===== src/sv/cdq_pkg.sv =====
// ----------------------------------------------------------------------------
// cdq_pkg: shared types and codes for the circular deque unit
// Command codes, result status codes and the per-cell shift operation.
// ----------------------------------------------------------------------------
package cdq_pkg;

	localparam int CMD_BITS    = 4;
	localparam int STATUS_BITS = 2;

	typedef enum logic [CMD_BITS-1:0] {
		CMD_PUSH_TAIL = 4'd0,
		CMD_PUSH_HEAD = 4'd1,
		CMD_POP_HEAD  = 4'd2,
		CMD_POP_TAIL  = 4'd3,
		CMD_PEEK_HEAD = 4'd4,
		CMD_PEEK_TAIL = 4'd5,
		CMD_READ_AT   = 4'd6,
		CMD_INSERT_AT = 4'd7,
		CMD_REMOVE_AT = 4'd8,
		CMD_CLEAR     = 4'd9
	} cmd_t;

	typedef enum logic [STATUS_BITS-1:0] {
		ST_OK     = 2'd0,
		ST_EMPTY  = 2'd1,
		ST_FULL   = 2'd2,
		ST_BADPOS = 2'd3
	} status_t;

	// what every cell does with its word
	typedef enum logic [1:0] {
		CELL_HOLD = 2'd0,
		CELL_INS  = 2'd1,	// cells above k take left neighbor, cell k takes din
		CELL_DEL  = 2'd2	// cells at and above k take right neighbor
	} cell_op_t;

endpackage


===== src/sv/cdq_cell.sv =====
// ----------------------------------------------------------------------------
// cdq_cell: one entry of the deque row
// Holds the word at one logical position; shifts with its neighbors.
// ----------------------------------------------------------------------------
module cdq_cell
	import cdq_pkg::*;
#(
	parameter int IDX = 0,
	parameter int AW  = 6,
	parameter int WB  = 32
) (
	input  logic          clk,
	input  cell_op_t      op,
	input  logic [AW-1:0] k,
	input  logic [WB-1:0] din,
	input  logic [WB-1:0] left,
	input  logic [WB-1:0] right,
	input  logic          rd_en,
	input  logic [AW-1:0] rd_idx,
	output logic [WB-1:0] data,
	output logic [WB-1:0] rd_data
);

	localparam logic [AW-1:0] MY = AW'(IDX);

	logic [WB-1:0] data_q;

	always_ff @(posedge clk) begin
		case (op)
			CELL_INS: begin
				if (MY > k) begin
					data_q <= left;
				end else if (MY == k) begin
					data_q <= din;
				end
			end
			CELL_DEL: begin
				if (MY >= k) begin
					data_q <= right;
				end
			end
			default: begin
			end
		endcase
	end

	assign data    = data_q;
	// zero unless selected, so the row can be OR-reduced
	assign rd_data = (rd_en && (rd_idx == MY)) ? data_q : '0;

endmodule


===== config.mk =====
export PLATFORM = sky130hd
export DESIGN_NAME = cdq_cell
export DESIGN_NICKNAME = d
export VERILOG_FILES = /design/src/sv/cdq_pkg.sv /design/src/sv/cdq_cell.sv
export SDC_FILE = /design/constraint.sdc
export NUM_CORES = 1
export LEC_CHECK = 0
export BUFFER_PORTS_ARGS = -buffer_cell sky130_fd_sc_hd__buf_2
export CORE_ASPECT_RATIO = 0.75
export CORE_UTILIZATION = 36
export CTS_BUF_LIST = sky130_fd_sc_hd__clkbuf_4 sky130_fd_sc_hd__clkbuf_8 sky130_fd_sc_hd__clkbuf_16
export DETAILED_ROUTE_END_ITERATION = 16
export GPL_TIMING_DRIVEN = 0
export MAX_ROUTING_LAYER = met4
export PLACE_DENSITY = 0.84
export SYNTH_ARGS = -nofsm -noshare
export SYNTH_HDL_FRONTEND = slang
export SYNTH_SLANG_ARGS = --single-unit

===== constraint.sdc =====
create_clock -name clk -period 4.15 [get_ports clk]
set_input_delay 0.2075 -clock clk [delete_from_list [all_inputs] [get_ports clk]]
set_output_delay 0.2075 -clock clk [all_outputs]
set_load 0.01 [all_outputs]

; ---- Word-level counts from Yosys, hierarchy flattened
; Cells that the tools add are included.
[classes]
order_cmp = 2
mux = 5
reduce_logical = 5
eq_ne = 4
[ops]
columns = cell, count
row1 = $mux W32, 4
row2 = $pmux W32 S2, 1
row3 = $logic_not A6 Y1, 2
row4 = $ge A1 B6 Y1 const A, 1
row5 = $gt A1 B6 Y1 const A, 1
row6 = $ne A3 B3 Y1 const B, 1
row7 = $reduce_and A3 Y1, 1
row8 = $eq A2 B1 Y1 const B, 1
row9 = $eq A2 B2 Y1 const B, 1
row10 = $ne A2 B2 Y1 const B, 1
row11 = $reduce_bool A2 Y1, 1
row12 = $logic_and A1 B1 Y1, 1
[word_totals]
elab_cells = 17
out_inout_bits = 64
inputBits = 112
ff_bits = 32

; ---- Depth between registers and ports, before layout
; Gate-level depths: netlist of run 1.
[logic_depth]
word_depth = 4
ltp_mapped = 4
mapped_depth_nobuf = 2

; ---- Worst setup path after synthesis of run 1
; Ideal clock, no wire load.
[synth_path]
path_kind = input to register
startpoint = input k[2]
endpoint = register data_q[0], in the netlist data[0], enable pin
path_buffers = 0
setup_slack_ps = 1115
setup_time_ps = 442
required_ps = 3708
t_arrival_ps = 2594
path_stages = 2
path_cell_list = or4_1 -> nor4_2
[synth_between]
elab_chain_len = 3
word_cells_on_any_way = 6
cone_classes = order compare: 2 / eq/ne: 2 / reduce/logical: 2
[synth_rtl]
columns = element, line
row1 = start: declaration, cdq_cell.sv:14  ; input logic [AW-1:0] k,
row2 = $gt A1 B6 Y1 (tied with other cells), cdq_cell.sv:31  ; if (MY > k) begin
row3 = $ne A3 B3 Y1 (no line) / $ne A2 B2 Y1 (equally long branches), --
row4 = $reduce_and A3 Y1 (no line) (*), --
row5 = end signal: assignment, cdq_cell.sv:32  ; data_q <= left;
row6 = end signal: assignment, cdq_cell.sv:34  ; data_q <= din;
row7 = end signal: assignment, cdq_cell.sv:39  ; data_q <= right;
row8 = end: declaration, cdq_cell.sv:26  ; logic [WB-1:0] data_q;
; Mark *: on every way between the ends. The rest lies on a longest branch, timed or not.
; A chain may end at the register's enable or synchronous reset.

; ---- Worst setup path in the final report of run 1
[layout_path]
startpoint = input k[2]
endpoint = register data_q[15], in the netlist data[15], enable pin
; The elaborated chain is that of the path after synthesis.

==> results of run 1 <==
path summary, 6_finish.rpt:
check / startpoint / end / slack (ps) / cells past startpoint
hold / removal: din[16] / data[16]$_DFFE_PP_ / 210 / 2
setup / recovery: k[2] / data[15]$_DFFE_PP_ / 2490 / 4
kinds of logic (layout without fill, tap and decap cells):
| kind of cell | Yosys count | in the layout | share of synthesized area |
|---|---|---|---|
| buffers and inverters | 13 | 166 | 0.0528 |
| AND/OR/NAND/NOR | 37 | 37 | 0.208 |
| flip-flops | 32 | 32 | 0.534 |
| XOR/XNOR | 1 | 1 | 0.00487 |
| multiplexers | 32 | 32 | 0.200 |
cells in the mapped netlist (all sizes together):
cell / count / area share
nor2b: 1 / 0.0035
nor4: 1 / 0.0070
nor4b: 1 / 0.013
nor2: 1 / 0.0021
or4: 1 / 0.0042
clkbuf: 6 / 0.013
edfxtp: 32 / 0.53
mux2: 32 / 0.20
buf: 7 / 0.040
xnor2: 1 / 0.0049
and4b: 32 / 0.18
area by class of cell:
cell class / instances / share of cell area
Tap cell: 57 / 0.0263
Clock inverter: 1 / 0.00139
Clock buffer: 7 / 0.0309
Multi-Input combinational cell: 70 / 0.278
Buffer: 13 / 0.0351
Timing Repair Buffer: 145 / 0.274
Sequential cell: 32 / 0.355
where the power goes:
group	total (mW)	switching [mW]	internal [mW]
logic	0.0950	0.0396	0.0554
clock network	0.227	0.0974	0.129
registers	0.362	0.00101	0.361
routing by layer:
layer	GRT usage	vias to the layer above	wire length (µm)
li1	-	779	-
met1	0.208	691	2000
met2	0.294	84	2180
met3	0.0406	5	339
met4	0.0466	0	38
met5	-	-	0
critical path: cells and delay by family:
family / cells / cell delay (ps)
buffers and inverters: 2 / 350
AND/OR/NAND/NOR: 2 / 1070
==> summary.md, run 1 <==
| Metric | Value |
|---|---|
| Clock tree sinks | 32 |
| Syn nets | approximately 230 |
| Post-cts sizing count | 0 |
| P&R area growth vs syn | 50.6% |
| Crit-path slowest cell | or4_1 |
| WHS | 215 ps |
| Final Hold Vio Count | 0 |
| CP Launch Type | input pin |
| Mapped Cells | ~120 |
| DRT iter0 DRCs | 34 |
| TritonRoute pass-1 iters | 5 |
| Tot Pwr | between 0.6 and 0.7 mW |
| Pre-CTS setup slack | between 2000 and 2500 ps |
| Worst-Margin Slew | 550 ps |
| Slew margin rel. | 0.630 |
| Htree depth | 2 |
| CTS tree | done |
| Req. time, crit path | around 4100 ps |
| First-pass GRT wire length | between 6000 and 7000 µm |
| Initial core utilization | 0.389 |
| Max Buffers Root-to-Sink | 2 |
| Setup-failing EPs final | 0 |
| Minimum clock period | ~1700 ps |
| Num CTS Buffers | 5 |
| Status | completed |
| Die Span Y | about 63 µm |
| Hold buffer count at CTS | 0 |
| # rows | 21 |
| Initial antenna violation count | 0 |
| Final WS setup | roughly 2500 ps |
| Worst Path Arrival | roughly 1600 ps |
| Most frequent cells in the layout | buf_2, and4b_1, edfxtp_1, mux2_1, buf_6 |
| Area post-placement | 0.00262 mm² |
| Via density | 4.80 |
| CP max FO | 14 |
| Slew Limit Fails | 0 |
| Vias | between 1500 and 2000 |
| Layout Utilization | 0.586 |
| WL per Instance | around 14 µm |
| Fmax | between 600 and 700 MHz |
| GRT overflow | 0 |
| Leakage power | 1.35 nW |
| Cells after DPL | around 320 |
| Multi-input logic area | between 700 and 800 µm² |
| RSZ-0062 raised after global routing | no |
| Share of cells above drive strength 1 | 0.608 |
| Clk root buf | clkbuf_8 |
| Post-DP HPWL | 3800 µm |
| Critical Path, Cell by Cell | buf_2 > or4_1 > nor4_4 > buf_6 |
| Max FFs per register | 32 |
| Commonest non-fill, non-tap cell in the layout | buf_2 |
| Pwr Density | between 200 and 300 mW/mm² |
| Postcts setup bufs | 0 |
| Sum Neg Setup Slack | 0 ps |
| Hold Path Class | in2reg |
| Peak VDD IR | about 0.17 mV |
| Seq/Total Area, Yosys | 0.534 |
| Final Cell Area | between 0.002 and 0.003 mm² |
| Seq. cell area | ~960 µm² |
| Largest net degree at the start of global routing | 15 |
| Post-route ant nets | 0 |
| FILL cells | about 400 |
| GRT Resource Usage Total | 0.173 |
| Max_cap viols | 0 |
| Final Cycle Share | 0.399 |
| Worst-path clk slew | approximately 60 ps |
| Die ar. | 0.00529 mm² |
| Crit Path Category | in2reg |
| Worst path max stage delay | about 560 ps |
| Fin cells | 325 |
| Synth warnings | 0 |
| Antenna cells | 0 |
| Endpoint class of the critical path | register |
| Vias in the first global route | about 1400 |
| WL final | roughly 4600 µm |
| Layout Nets | about 380 |
| DRC | 0 |
| FF+latch count, synth | 32 |
| Mapped cell area | approximately 0.0018 mm² |
| Placeable Area | about 0.0046 mm² |
| Avg Cell Area, Syn | approximately 16 µm² |
| Die Wd | 83.6 µm |
| PortBufs | 143 |
| Cell variety after synth | 13 |
| GP Congestion | roughly 0.74 |
| Ports | about 180 |
(Power assumes the default switching activity.)
==> inputs of run 2 (changes only) <==
--- a/config.mk
+++ b/config.mk
@@ -7,12 +7,12 @@
 export LEC_CHECK = 0
 export BUFFER_PORTS_ARGS = -buffer_cell sky130_fd_sc_hd__buf_2
 export CORE_ASPECT_RATIO = 0.75
-export CORE_UTILIZATION = 36
+export CORE_UTILIZATION = 33
 export CTS_BUF_LIST = sky130_fd_sc_hd__clkbuf_4 sky130_fd_sc_hd__clkbuf_8 sky130_fd_sc_hd__clkbuf_16
 export DETAILED_ROUTE_END_ITERATION = 16
 export GPL_TIMING_DRIVEN = 0
 export MAX_ROUTING_LAYER = met4
-export PLACE_DENSITY = 0.84
+export PLACE_DENSITY = 0.81
 export SYNTH_ARGS = -nofsm -noshare
 export SYNTH_HDL_FRONTEND = slang
 export SYNTH_SLANG_ARGS = --single-unit
==> constraint.sdc (replaced) <==
create_clock -name clk -period 1.5 [get_ports clk]
set_input_delay 0.075 -clock clk [delete_from_list [all_inputs] [get_ports clk]]
set_output_delay 0.075 -clock clk [all_outputs]
set_load 0.01 [all_outputs]
==> run 2 against run 1 <==
Compared with the run above: utilization fell by 4.6 points; highest routed layer unchanged; sequential share of layout area decreased by 0.29 points; power rose to 2.7 times the previous value; design area is 0.83% higher; critical path depth is 1 higher.
==> summary.md, run 2 (synthesis gave the netlist of run 1 again) <==
| Metric | Value |
|---|---|
| Status | completed |
| Post-cts sizing count | 0 |
| Pwr Density | ~670 mW/mm² |
| Die ar. | roughly 0.0058 mm² |
| Largest net degree at the start of global routing | 17 |
| Endpoint class of the critical path | register |
| Met1 Usage GRT | 0.192 |
| Antenna cells | 0 |
| Register share of total power | 0.550 |
| Vias | approximately 1600 |
| Layout Nets | about 380 |
| Clock share of power | 0.306 |
| Num CTS Buffers | 5 |
| Setup-failing EPs final | 0 |
| CP Launch Type | input pin |
| CTS tree | done |
| Clk root buf | clkbuf_8 |
| Max Buffers Root-to-Sink | 2 |
| Tot Pwr | ~1.8 mW |
| Final Hold Vio Count | 0 |
| Via density | between 4 and 5 |
| Post-DP HPWL | ~3900 µm |
| Worst-Margin Slew | around 480 ps |
| FILL cells | approximately 450 |
| GR Util met2 | 0.302 |
| Worst Path Arrival | 1360 ps |
| Cells after DPL | roughly 330 |
| GRT overflow | 0 |
| Gate power share | 0.144 |
| PortBufs | roughly 140 |
| GR peak layer | met2 |
| Fmax | ~720 MHz |
| Max FFs per register | 32 |
| Worst-path clk slew | 60 ps |
| RSZ-0062 raised after global routing | no |
| P&R area growth vs syn | 51.8% |
| Placeable Area | between 0.005 and 0.006 mm² |
| WL per Instance | approximately 14 µm |
| Hold Path Class | in2reg |
| DRC | 0 |
| WL final | roughly 4700 µm |
| GRT Resource Usage Total | 0.173 |
| CP max FO | 16 |
| Most frequent cells in the layout | buf_2, and4b_1, edfxtp_1, mux2_1, buf_6 |
| Final Cycle Share | 0.928 |
| Slew margin rel. | 0.681 |
| Leakage power | around 1.4 nW |
| TritonRoute pass-1 iters | 4 |
| First-pass GRT wire length | around 7100 µm |
| Cell internal pwr | ~1.5 mW |
| Fin cells | 340 |
| Req. time, crit path | 1470 ps |
| Share of cells above drive strength 1 | 0.616 |
| Clock tree sinks | 32 |
| Net switching power | 0.372 mW |
| Multi-input logic area | 756 µm² |
| DRT iter0 DRCs | 46 |
| Max_cap viols | 0 |
| Vias in the first global route | 1517 |
| Seq. cell area | slightly below 0.001 mm² |
| Slew Limit Fails | 0 |
| Peak VDD IR | 0.413 mV |
| Htree depth | 2 |
| Initial core utilization | 0.355 |
| Initial antenna violation count | 0 |
| Die Span Y | 65.9 µm |
| Layout Utilization | 0.539 |
| Die Wd | 87.3 µm |
| GP Congestion | 0.680 |
| # rows | 22 |
| Ports | roughly 180 |
| Minimum clock period | 1390 ps |
| Met3 GRT Util | 0.0474 |
| Net Sw Frac | 0.204 |
| Post-route ant nets | 0 |
| Crit Path Category | in2reg |
| Commonest non-fill, non-tap cell in the layout | buf_2 |
| WHS | about 80 ps |
-- run 2: cell count changes in the layout (fill, tap and decap cells not counted) --
cell,before,now
buf_8,1,0
or4_1,1,0
buf_6,7,8
clkbuf_4,2,0
clkinv_1,1,0
buf_4,0,3
or4_4,0,1
-- run 2: routing by layer --
layer / vias to the layer above / wire [µm] / part of all wire
li1: 778 / - / -
met1: 706 / 1940 / 0.41
met2: 88 / 2320 / 0.49
met3: 7 / 415 / 0.087
met4: 0 / 68 / 0.014
met5: - / 0 / 0
-- run 2: final cells by class --
class | instances | share of cell area
sequential | 32 | 0.352
timing repair buffer | 148 | 0.279
multi-input combinational | 70 | 0.277
buffer | 13 | 0.0348
tap | 72 | 0.0330
clock buffer | 5 | 0.0252
-- run 2: worst max-delay path, cell delays in order --
cell	delay, ps
buf_2	90
or4_4	540
nor4_4	320
buf_6	150
buf_6	180
-- run 2: path summary, 6_finish.rpt --
check | startpoint | endpoint | slack [ps] | cells after the start
max | k[2] | data[3]$_DFFE_PP_ | 110 | 5
min | din[8] | data[8]$_DFFE_PP_ | 80 | 2
-- run 2: repair_timing --
action                                  in CTS  in global routing
hold buffers                                 0                  0
pin swaps                                    1                  0
buffers inserted                             1                  2
gates cloned                                 0                  0
endpoints found under the setup margin      16                 16
-- run 2: power by group through the flow --
stage                     sequential, mW  combinational [mW]  clock [mW]
after floorplan                     1.02               0.121           0
after global placement              1.02               0.259           0
after global routing                1.00               0.294       0.611
after CTS                           1.00               0.268       0.575
final                               1.00               0.263       0.558
after detailed placement            1.02               0.266           0
-- run 2: stage by stage --
stage	setup TNS, ps	setup WS [ps]	cell area (µm²)
2_1_floorplan	-20740	-648	1810
3_3_place_gp	-36570	-1140	2620
3_5_place_dp	-7890	-374	2640
4_1_cts	0	18.9	2720
5_1_grt	0	35.9	2730
6_report	0	108	2730
